--- src/sv/i2p_pkg.sv ---
package i2p_pkg;

    // Default number of operator stack entries.
    localparam int STACK_DEPTH = 16;

    // Character codes that the converter recognizes.
    localparam logic [7:0] CH_NUL    = 8'h00;
    localparam logic [7:0] CH_LF     = 8'h0A;
    localparam logic [7:0] CH_SPACE  = 8'h20;
    localparam logic [7:0] CH_PCT    = 8'h25;
    localparam logic [7:0] CH_LPAREN = 8'h28;
    localparam logic [7:0] CH_RPAREN = 8'h29;
    localparam logic [7:0] CH_STAR   = 8'h2A;
    localparam logic [7:0] CH_PLUS   = 8'h2B;
    localparam logic [7:0] CH_MINUS  = 8'h2D;
    localparam logic [7:0] CH_SLASH  = 8'h2F;
    localparam logic [7:0] CH_DIG_LO = 8'h30;
    localparam logic [7:0] CH_DIG_HI = 8'h39;
    localparam logic [7:0] CH_UPR_LO = 8'h41;
    localparam logic [7:0] CH_UPR_HI = 8'h5A;
    localparam logic [7:0] CH_LWR_LO = 8'h61;
    localparam logic [7:0] CH_LWR_HI = 8'h7A;

    // Result kinds.
    localparam logic [1:0] KIND_CHAR      = 2'd0;
    localparam logic [1:0] KIND_END       = 2'd1;
    localparam logic [1:0] KIND_OVERFLOW  = 2'd2;
    localparam logic [1:0] KIND_UNMATCHED = 2'd3;

    // Operator priorities.
    localparam logic [1:0] RANK_NONE = 2'd0;
    localparam logic [1:0] RANK_ADD  = 2'd1;
    localparam logic [1:0] RANK_MUL  = 2'd2;

    // Request from the sequencer to the result stage.
    typedef struct packed {
        logic       push;   // a new result is offered
        logic       fin;    // the current input has no more results
        logic [7:0] ch;
        logic [1:0] kind;
    } t_emit_req;

    function automatic logic is_alnum(input logic [7:0] c);
        return (c >= CH_DIG_LO && c <= CH_DIG_HI) ||
               (c >= CH_UPR_LO && c <= CH_UPR_HI) ||
               (c >= CH_LWR_LO && c <= CH_LWR_HI);
    endfunction

    function automatic logic is_op(input logic [7:0] c);
        return c == CH_PLUS || c == CH_MINUS || c == CH_STAR ||
               c == CH_SLASH || c == CH_PCT;
    endfunction

    function automatic logic [1:0] rank(input logic [7:0] c);
        logic [1:0] r;
        r = RANK_NONE;
        if (c == CH_STAR || c == CH_SLASH || c == CH_PCT) begin
            r = RANK_MUL;
        end else if (c == CH_PLUS || c == CH_MINUS) begin
            r = RANK_ADD;
        end
        return r;
    endfunction

endpackage

--- src/sv/i2p_if.sv ---
// Infix character stream.
interface i2p_char_if;
    logic       valid;
    logic       ready;
    logic [7:0] in_char;

    modport source (output valid, output in_char, input ready);
    modport sink   (input valid, input in_char, output ready);
endinterface

// Postfix result stream.
interface i2p_res_if;
    logic       valid;
    logic       ready;
    logic [7:0] out_char;
    logic [1:0] kind;
    logic       last_of_run;

    modport source (output valid, output out_char, output kind, output last_of_run,
                    input ready);
    modport sink   (input valid, input out_char, input kind, input last_of_run,
                    output ready);
endinterface

// Configuration write channel for the insert_space register.
interface i2p_cfg_if;
    logic valid;
    logic ready;
    logic insert_space;

    modport source (output valid, output insert_space, input ready);
    modport sink   (input valid, input insert_space, output ready);
endinterface

--- src/sv/i2p_ram.sv ---
module i2p_ram #(
    parameter int WIDTH = 8,
    parameter int DEPTH = 16,
    localparam int AW = (DEPTH > 1) ? $clog2(DEPTH) : 1
) (
    input  logic             i_clk,
    input  logic             i_we,
    input  logic [AW-1:0]    i_waddr,
    input  logic [WIDTH-1:0] i_wdata,
    input  logic [AW-1:0]    i_raddr,
    output logic [WIDTH-1:0] o_rdata
);

    logic [WIDTH-1:0] r_mem [DEPTH];
    logic [WIDTH-1:0] r_rdata;

    // One write port and one registered read port.
    always_ff @(posedge i_clk) begin
        if (i_we) begin
            r_mem[i_waddr] <= i_wdata;
        end
        r_rdata <= r_mem[i_raddr];
    end

    assign o_rdata = r_rdata;

endmodule

--- src/sv/i2p_emit.sv ---
module i2p_emit (
    input  logic                i_clk,
    input  logic                i_rst_n,
    input  i2p_pkg::t_emit_req  i_req,
    output logic                o_rdy,
    output logic                o_valid,
    input  logic                i_ready,
    output logic [7:0]          o_char,
    output logic [1:0]          o_kind,
    output logic                o_last
);

    // One result is held back until the next one, or the end of the input,
    // shows whether it was the last of its run.
    logic       r_pend_v;
    logic [7:0] r_pend_ch;
    logic [1:0] r_pend_kind;
    logic       r_out_v;
    logic [7:0] r_out_ch;
    logic [1:0] r_out_kind;
    logic       r_out_last;

    logic w_out_free;
    logic w_move;

    assign w_out_free = !r_out_v || i_ready;
    assign o_rdy      = !r_pend_v || w_out_free;
    assign w_move     = (i_req.push || i_req.fin) && r_pend_v && o_rdy;

    // Holding register and output register.
    always_ff @(posedge i_clk) begin
        if (!i_rst_n) begin
            r_pend_v <= 1'b0;
            r_out_v  <= 1'b0;
        end else begin
            if (w_move) begin
                r_out_v <= 1'b1;
            end else if (i_ready) begin
                r_out_v <= 1'b0;
            end
            if (i_req.push && o_rdy) begin
                r_pend_v <= 1'b1;
            end else if (i_req.fin && o_rdy) begin
                r_pend_v <= 1'b0;
            end
        end
        if (w_move) begin
            r_out_ch   <= r_pend_ch;
            r_out_kind <= r_pend_kind;
            r_out_last <= i_req.fin;
        end
        if (i_req.push && o_rdy) begin
            r_pend_ch   <= i_req.ch;
            r_pend_kind <= i_req.kind;
        end
    end

    assign o_valid = r_out_v;
    assign o_char  = r_out_ch;
    assign o_kind  = r_out_kind;
    assign o_last  = r_out_last;

endmodule

--- src/sv/i2p_seq.sv ---
module i2p_seq #(
    parameter int STACK_DEPTH = i2p_pkg::STACK_DEPTH,
    localparam int CW = $clog2(STACK_DEPTH + 1),
    localparam int AW = (STACK_DEPTH > 1) ? $clog2(STACK_DEPTH) : 1
) (
    input  logic                i_clk,
    input  logic                i_rst_n,
    input  logic                i_in_valid,
    input  logic [7:0]          i_in_char,
    output logic                o_in_ready,
    input  logic                i_insert_space,
    input  logic                i_emit_rdy,
    output i2p_pkg::t_emit_req  o_emit,
    output logic                o_ram_we,
    output logic [AW-1:0]       o_ram_waddr,
    output logic [7:0]          o_ram_wdata,
    output logic [AW-1:0]       o_ram_raddr,
    input  logic [7:0]          i_ram_rdata
);

    typedef enum logic [3:0] {
        S_IDLE, S_CHAR, S_SPACE, S_DISPATCH, S_RD, S_EVAL, S_OP, S_OPSP,
        S_PUSH, S_OVF, S_END, S_UNM, S_FIN
    } t_state;

    typedef enum logic [2:0] {
        CLS_TERM, CLS_OPEN, CLS_CLOSE, CLS_OP, CLS_OTHER
    } t_cls;

    t_state     r_state, n_state;
    t_cls       r_cls, n_cls;
    logic [7:0] r_c, n_c;
    logic [7:0] r_t, n_t;
    logic [1:0] r_rank, n_rank;
    logic [CW-1:0] r_count, n_count;
    logic       r_in_op, n_in_op;

    logic [CW-1:0] w_cnt_m1;
    logic          w_stack_full;
    logic          w_rank_ge;

    assign w_cnt_m1     = r_count - CW'(1);
    assign w_stack_full = (r_count == CW'(STACK_DEPTH));
    // Priority compare: true when the stack top ranks at least as high as the incoming operator.
    assign w_rank_ge    = (i2p_pkg::rank(i_ram_rdata) >= r_rank);

    // Next-state logic of the sequencer.
    always_comb begin
        n_state = r_state;
        n_cls   = r_cls;
        n_c     = r_c;
        n_t     = r_t;
        n_rank  = r_rank;
        n_count = r_count;
        n_in_op = r_in_op;
        o_emit  = '0;
        o_ram_we    = 1'b0;
        o_ram_waddr = r_count[AW-1:0];
        o_ram_wdata = r_c;
        o_ram_raddr = w_cnt_m1[AW-1:0];

        unique case (r_state)
            S_IDLE: begin
                if (i_in_valid) begin
                    n_c    = i_in_char;
                    n_rank = i2p_pkg::rank(i_in_char);
                    if (i2p_pkg::is_alnum(i_in_char)) begin
                        n_in_op = 1'b1;
                        n_state = S_CHAR;
                    end else begin
                        n_in_op = 1'b0;
                        if (i_in_char == i2p_pkg::CH_NUL || i_in_char == i2p_pkg::CH_LF) begin
                            n_cls = CLS_TERM;
                        end else if (i_in_char == i2p_pkg::CH_LPAREN) begin
                            n_cls = CLS_OPEN;
                        end else if (i_in_char == i2p_pkg::CH_RPAREN) begin
                            n_cls = CLS_CLOSE;
                        end else if (i2p_pkg::is_op(i_in_char)) begin
                            n_cls = CLS_OP;
                        end else begin
                            n_cls = CLS_OTHER;
                        end
                        n_state = (r_in_op && i_insert_space) ? S_SPACE : S_DISPATCH;
                    end
                end
            end
            S_CHAR: begin
                o_emit.push = 1'b1;
                o_emit.ch   = r_c;
                o_emit.kind = i2p_pkg::KIND_CHAR;
                if (i_emit_rdy) begin
                    n_state = S_FIN;
                end
            end
            S_SPACE: begin
                o_emit.push = 1'b1;
                o_emit.ch   = i2p_pkg::CH_SPACE;
                o_emit.kind = i2p_pkg::KIND_CHAR;
                if (i_emit_rdy) begin
                    n_state = S_DISPATCH;
                end
            end
            S_DISPATCH: begin
                case (r_cls) inside
                    CLS_TERM, CLS_CLOSE, CLS_OP: n_state = S_RD;
                    CLS_OPEN:                    n_state = S_PUSH;
                    default:                     n_state = S_FIN;
                endcase
            end
            // The stack top is read here and seen in S_EVAL.
            S_RD: begin
                if (r_count == '0) begin
                    case (r_cls)
                        CLS_TERM:  n_state = S_END;
                        CLS_CLOSE: n_state = S_UNM;
                        default:   n_state = S_PUSH;
                    endcase
                end else begin
                    n_state = S_EVAL;
                end
            end
            S_EVAL: begin
                if (r_cls == CLS_CLOSE && i_ram_rdata == i2p_pkg::CH_LPAREN) begin
                    n_count = w_cnt_m1;
                    n_state = S_FIN;
                end else if (r_cls == CLS_OP && !w_rank_ge) begin
                    n_state = S_PUSH;
                end else begin
                    n_count = w_cnt_m1;
                    n_t     = i_ram_rdata;
                    n_state = S_OP;
                end
            end
            S_OP: begin
                o_emit.push = 1'b1;
                o_emit.ch   = r_t;
                o_emit.kind = i2p_pkg::KIND_CHAR;
                if (i_emit_rdy) begin
                    n_state = i_insert_space ? S_OPSP : S_RD;
                end
            end
            S_OPSP: begin
                o_emit.push = 1'b1;
                o_emit.ch   = i2p_pkg::CH_SPACE;
                o_emit.kind = i2p_pkg::KIND_CHAR;
                if (i_emit_rdy) begin
                    n_state = S_RD;
                end
            end
            S_PUSH: begin
                if (w_stack_full) begin
                    n_state = S_OVF;
                end else begin
                    o_ram_we = 1'b1;
                    n_count  = r_count + CW'(1);
                    n_state  = S_FIN;
                end
            end
            S_OVF: begin
                o_emit.push = 1'b1;
                o_emit.kind = i2p_pkg::KIND_OVERFLOW;
                if (i_emit_rdy) begin
                    n_state = S_FIN;
                end
            end
            S_END: begin
                o_emit.push = 1'b1;
                o_emit.kind = i2p_pkg::KIND_END;
                if (i_emit_rdy) begin
                    n_state = S_FIN;
                end
            end
            S_UNM: begin
                o_emit.push = 1'b1;
                o_emit.kind = i2p_pkg::KIND_UNMATCHED;
                if (i_emit_rdy) begin
                    n_state = S_FIN;
                end
            end
            S_FIN: begin
                o_emit.fin = 1'b1;
                if (i_emit_rdy) begin
                    n_state = S_IDLE;
                end
            end
            default: n_state = S_IDLE;
        endcase
    end

    // State and registered control.
    always_ff @(posedge i_clk) begin
        if (!i_rst_n) begin
            r_state <= S_IDLE;
            r_count <= '0;
            r_in_op <= 1'b0;
            r_cls   <= CLS_OTHER;
        end else begin
            r_state <= n_state;
            r_count <= n_count;
            r_in_op <= n_in_op;
            r_cls   <= n_cls;
        end
        r_c    <= n_c;
        r_t    <= n_t;
        r_rank <= n_rank;
    end

    assign o_in_ready = (r_state == S_IDLE);

endmodule

--- src/sv/infix_to_postfix_converter_core.sv ---
// Channel  Dir  Beat contents                      Handshake
// i_in     in   in_char                            valid / ready
// o_out    out  out_char, kind, last_of_run        valid / ready
// i_cfg    in   insert_space                       valid / ready (ready always high)
//
// One input character is taken at a time; ready is high only while the sequencer idles.
// A letter or digit passes through the char and finish states; other characters go
// through dispatch, and each popped operator through a stack read, an evaluate step and
// an emit step (and a space step with spacing on), as the registered RAM read requires.
// Reset is synchronous and active low; it empties the stack and sets insert_space to 1.
// A stalled output holds the sequencer only when its holding register is also full.
module infix_to_postfix_converter_core #(
    parameter int STACK_DEPTH = i2p_pkg::STACK_DEPTH
) (
    input  logic          i_clk,
    input  logic          i_rst_n,
    i2p_char_if.sink      i_in,
    i2p_res_if.source     o_out,
    i2p_cfg_if.sink       i_cfg
);

    localparam int AW = (STACK_DEPTH > 1) ? $clog2(STACK_DEPTH) : 1;

    logic               r_insert_space;
    i2p_pkg::t_emit_req w_emit;
    logic               w_emit_rdy;
    logic               w_ram_we;
    logic [AW-1:0]      w_ram_waddr;
    logic [7:0]         w_ram_wdata;
    logic [AW-1:0]      w_ram_raddr;
    logic [7:0]         w_ram_rdata;

    // Configuration register.
    always_ff @(posedge i_clk) begin
        if (!i_rst_n) begin
            r_insert_space <= 1'b1;
        end else if (i_cfg.valid) begin
            r_insert_space <= i_cfg.insert_space;
        end
    end

    assign i_cfg.ready = 1'b1;

    // Sequencer for classification, stack pops and pushes.
    i2p_seq #(
        .STACK_DEPTH (STACK_DEPTH)
    ) u_seq (
        .i_clk          (i_clk),
        .i_rst_n        (i_rst_n),
        .i_in_valid     (i_in.valid),
        .i_in_char      (i_in.in_char),
        .o_in_ready     (i_in.ready),
        .i_insert_space (r_insert_space),
        .i_emit_rdy     (w_emit_rdy),
        .o_emit         (w_emit),
        .o_ram_we       (w_ram_we),
        .o_ram_waddr    (w_ram_waddr),
        .o_ram_wdata    (w_ram_wdata),
        .o_ram_raddr    (w_ram_raddr),
        .i_ram_rdata    (w_ram_rdata)
    );

    // Operator stack storage.
    i2p_ram #(
        .WIDTH (8),
        .DEPTH (STACK_DEPTH)
    ) u_stack (
        .i_clk   (i_clk),
        .i_we    (w_ram_we),
        .i_waddr (w_ram_waddr),
        .i_wdata (w_ram_wdata),
        .i_raddr (w_ram_raddr),
        .o_rdata (w_ram_rdata)
    );

    // Result holding and output registers.
    i2p_emit u_emit (
        .i_clk   (i_clk),
        .i_rst_n (i_rst_n),
        .i_req   (w_emit),
        .o_rdy   (w_emit_rdy),
        .o_valid (o_out.valid),
        .i_ready (o_out.ready),
        .o_char  (o_out.out_char),
        .o_kind  (o_out.kind),
        .o_last  (o_out.last_of_run)
    );

endmodule

--- src/flat_wrapper.sv ---
// flat-port wrapper written by rule: the top's interface ports become plain ports
module infix_to_postfix_converter_core_flat 
#(
    parameter int STACK_DEPTH = i2p_pkg::STACK_DEPTH
)
  (i_clk, i_rst_n, i_in_valid, i_in_in_char, i_in_ready, o_out_valid, o_out_out_char, o_out_kind, o_out_last_of_run, o_out_ready, i_cfg_valid, i_cfg_insert_space, i_cfg_ready);
  i2p_char_if i_in_i ();
  i2p_res_if o_out_i ();
  i2p_cfg_if i_cfg_i ();
  input  logic i_clk;
  input  logic i_rst_n;
  input wire logic [$bits(i_in_i.valid)-1:0] i_in_valid;
  input wire logic [$bits(i_in_i.in_char)-1:0] i_in_in_char;
  output wire logic [$bits(i_in_i.ready)-1:0] i_in_ready;
  output wire logic [$bits(o_out_i.valid)-1:0] o_out_valid;
  output wire logic [$bits(o_out_i.out_char)-1:0] o_out_out_char;
  output wire logic [$bits(o_out_i.kind)-1:0] o_out_kind;
  output wire logic [$bits(o_out_i.last_of_run)-1:0] o_out_last_of_run;
  input wire logic [$bits(o_out_i.ready)-1:0] o_out_ready;
  input wire logic [$bits(i_cfg_i.valid)-1:0] i_cfg_valid;
  input wire logic [$bits(i_cfg_i.insert_space)-1:0] i_cfg_insert_space;
  output wire logic [$bits(i_cfg_i.ready)-1:0] i_cfg_ready;
  assign i_in_i.valid = i_in_valid;
  assign i_in_i.in_char = i_in_in_char;
  assign i_in_ready = i_in_i.ready;
  assign o_out_valid = o_out_i.valid;
  assign o_out_out_char = o_out_i.out_char;
  assign o_out_kind = o_out_i.kind;
  assign o_out_last_of_run = o_out_i.last_of_run;
  assign o_out_i.ready = o_out_ready;
  assign i_cfg_i.valid = i_cfg_valid;
  assign i_cfg_i.insert_space = i_cfg_insert_space;
  assign i_cfg_ready = i_cfg_i.ready;
  infix_to_postfix_converter_core #(.STACK_DEPTH(STACK_DEPTH)) u_core (.i_clk(i_clk), .i_rst_n(i_rst_n), .i_in(i_in_i), .o_out(o_out_i), .i_cfg(i_cfg_i));
endmodule
--- config.mk ---
export PLATFORM = sky130hd
export DESIGN_NAME = infix_to_postfix_converter_core_flat
export DESIGN_NICKNAME = d
export VERILOG_FILES = /design/src/sv/i2p_pkg.sv /design/src/sv/i2p_if.sv /design/src/sv/i2p_ram.sv /design/src/sv/i2p_emit.sv /design/src/sv/i2p_seq.sv /design/src/sv/infix_to_postfix_converter_core.sv /design/src/flat_wrapper.sv
export SDC_FILE = /design/constraint.sdc
export NUM_CORES = 1
export LEC_CHECK = 0
export ABC_CLOCK_PERIOD_IN_PS = 6600
export BUFFER_PORTS_ARGS = -buffer_cell sky130_fd_sc_hd__clkbuf_2
export CORE_UTILIZATION = 65
export CTS_BUF_LIST = sky130_fd_sc_hd__clkbuf_8
export CTS_CLUSTER_DIAMETER = 150
export CTS_CLUSTER_SIZE = 20
export DETAILED_ROUTE_END_ITERATION = 6
export PLACE_DENSITY = 0.93
export SYNTH_ARGS = -nofsm -noshare
export SYNTH_HDL_FRONTEND = slang
export SYNTH_SLANG_ARGS = --single-unit
--- constraint.sdc ---
create_clock -name i_clk -period 6.6 [get_ports i_clk]
set_input_delay 0 -clock i_clk [delete_from_list [all_inputs] [get_ports i_clk]]
set_output_delay 0 -clock i_clk [all_outputs]
set_load 0.01 [all_outputs]
==> qor.txt <==
Synth unique cells -> 58
Crit-path max FO -> 37
Cell area after synthesis -> 7850 um2
HP Class -> input pin to flip-flop
Clock latency on the worst-skew pair -> 450 ps
Grt ovf -> 0
Fin Setup TNS -> 0 ps
Part of the cycle the worst path needs -> 52.6%
Seq/Total Area, Yosys -> 70.0%
TritonCTS Buffers -> 17
Drt initial violations -> 655
Post-cts repair resize count -> 0
Violated checks -> DRC
Pre-Repair DR Iteration Count -> 7
Clock Sinks -> 191
Setup CP Type -> flip-flop to flip-flop
Top cell type's share of synthesized area -> 63.9%
Die Y -> 112 um
Num rows -> 39
RSZ-0062 raised after global routing -> false
Die Width -> 112 um
Post-DRT Antenna Nets -> 0
Worst slew pin tran -> 1250 ps
Critical Path AT -> 3790 ps
All-Layer GR Usage -> 26.9%
First-pass GRT wire length -> 24200 um
FF+latch count, synth -> 191
Post-synthesis async set-or-reset flop share -> 0%
Via/cell ratio -> 6.61
Setup Skew -> 10.9 ps
Initial Util -> 67.6%
Mapped Nets -> 503
Pleak -> 2.86 nW
Layout area overhead -> 9.93%
Top_reg_cell synth -> edfxtp_1
Worst EP required -> 6920 ps
Die ar. -> 12500 um2
Finished Layout Cells -> 677
Layout cell share with drive strength beyond 1 -> 19.3%
Yosys top cell by area -> edfxtp_1
Yosys warns -> 0
Clk buf depth -> 2
FMAX -> 0.288 GHz
# setup viols final -> 0
Clock transition at the registers of the reported paths -> 90 ps
CTS tree -> done
Slew HR -> 16.5%
Drt drc -> 3
Wire per inst -> 23.2 um
Largest net degree at the start of global routing -> 38
Final Hold Vio Count -> 0
Slew Viols, Final -> 0
DRT Wirelength -> 15700 um
CP Capture Type -> flip-flop
EDFF count, synth -> 167
Initial antenna violation count -> 0
Number of global-route vias before repair -> 4414
Peak supply drop -> 278 uV
Layout Nets -> 542
Multi-input logic area -> 2190 um2
CTS Root Cell -> clkbuf_8
Gate Count Post-Synth -> 482
Ports -> 28
Top cells by area, synth -> edfxtp_1, mux4_2, dfxtp_1, a21oi_1, mux2i_1
GPL Wtd Cong -> 0.903
Mapped Avg Cell Area -> 16.3 um2
Ant. Diodes -> 0
# H-tree levels -> 4
Core Box Area -> 11600 um2
Min Tclk post-route -> 3470 ps
IO Port Bufs -> 26
Cell Pwr Density -> 432 nW/um2
Post-DP HPWL -> 9730 um
CP Launch Type -> flip-flop
Placed insts -> 631
# fillers -> 644
FF/Latch Area -> 5500 um2
Maxcap violations -> 0
Status -> complete, but fails checks
Vias -> 4476
-- cell families (layout without fill, tap and decap cells) --
| group | count (synthesis) | after routing | synth area share [%] |
|---|---|---|---|
| xor+xnor | 9 | 9 | 1.00 |
| mux | 44 | 44 | 10.7 |
| fa+ha+maj | 7 | 7 | 1.12 |
| simple gates | 114 | 114 | 7.83 |
| flops | 191 | 191 | 70.0 |
| buf+inv | 37 | 89 | 2.17 |
| other cells | 1 | 1 | 0.0478 |
| compound gates | 79 | 79 | 7.08 |
-- registers in the layout, indices dropped and copies added, names as in the netlist --
register and flops:
u_core.r_insert_space 1, u_core.u_emit.o_char 8, u_core.u_emit.o_kind 2, u_core.u_emit.o_last 1, u_core.u_emit.o_valid 1, u_core.u_emit.r_pend_ch 8, u_core.u_emit.r_pend_kind 2, u_core.u_emit.r_pend_v 1
u_core.u_seq.o_ram_wdata 8, u_core.u_seq.r_cls 3, u_core.u_seq.r_count 5, u_core.u_seq.r_in_op 1, u_core.u_seq.r_rank 2, u_core.u_seq.r_state 4, u_core.u_seq.r_t 8, u_core.u_stack.o_rdata 8
u_core.u_stack.r_mem 128
-- Yosys cell counts, types with 6 or more instances --
library cell	n
mux4_2	32
dfxtp_1	24
mux2i_1	12
a22oi_1	9
nor2_1	27
nor3_1	9
buf_2	7
nand2_1	15
nand3_1	7
a21oi_1	24
nand2b_1	6
a211oi_1	9
ha_1	7
and2_1	9
and3_1	8
edfxtp_1	167
inv_1	12
o21ai_0	10
clkbuf_1	10
nor2b_1	13
-- path summary, 6_finish.rpt --
kind | to | start | slack (ps) | depth (start not counted)
setup / recovery | u_core.u_stack.o_rdata[1] | u_core.u_seq.r_count[0] | 3130 | 7
hold / removal | u_core.u_seq.o_ram_wdata[7] | i_in_in_char[7] | 330 | 2
setup reg to reg | u_core.u_stack.o_rdata[1] | u_core.u_seq.r_count[0] | 3130 | 7
hold reg to reg | u_core.u_emit.o_char[0] | u_core.u_emit.r_pend_ch[0] | 430 | 0
-- cells in the final DEF (no fill, tap or decap), types with 6 or more instances in the layout --
master and count:
nand2_1 15, mux2i_1 12, dlygate4sd3_1 14, a211oi_1 9, clkbuf_8 19, a22oi_1 9, inv_1 13, nor3_1 9
o21ai_0 10, nor2_1 27, mux4_2 32, nand2b_1 6, nand3_1 7, and3_1 8, edfxtp_1 167, nor2b_1 13
dfxtp_1 23, ha_1 7, and2_1 9, clkbuf_2 26, a21oi_1 24
-- timing repair --
item	4_1_cts	5_1_grt
setup endpoints to repair	0	0
buffers inserted	0	0
endpoints found under the hold margin	17	0
hold buffers	14	0
-- critical path, cell delays in order, from the launching register on --
cell and delay [ps]:
dfxtp_2 330, buf_4 550, inv_1 220, ha_1 1190, mux4_2 420, nor2b_1 150, a211oi_1 350, a21oi_1 110
-- metal layers --
metal,vias up,track usage (%),part of all wire (%)
met4,0,10.6,2.9
met1,2177,36.6,39
met5,-,0,0
met2,294,43.2,49
met3,41,5.88,9.5
li1,1964,-,-
-- power by group --
part | leakage, nW | switching [mW] | total [mW] | internal, mW
clock network | 0.210 | 0.414 | 0.780 | 0.366
registers | 1.72 | 0.188 | 1.73 | 1.54
logic | 0.930 | 0.704 | 1.22 | 0.517
-- stage by stage --
stage	power (mW)	hold WS [ps]	cell area (um2)	utilization, %	setup WS [ps]
3_5_place_dp	2.94	231	8070	69.5	3230
6_report	3.73	333	8630	74.3	3130
3_3_place_gp	2.84	222	8070	69.5	3460
4_1_cts	3.71	314	8630	74.3	3130
2_1_floorplan	2.59	61.9	7850	-	3640
5_1_grt	3.89	318	8630	74.3	2980
-- layout make-up --
class | count | area share, %
Clock buffer | 19 | 3.03
Clock inverter | 13 | 1.80
Inverter | 14 | 0.609
Multi-Input combinational cell | 254 | 25.4
Sequential cell | 191 | 63.7
Tap cell | 143 | 2.07
Timing Repair Buffer | 43 | 3.39
(Power assumes the default switching activity.)
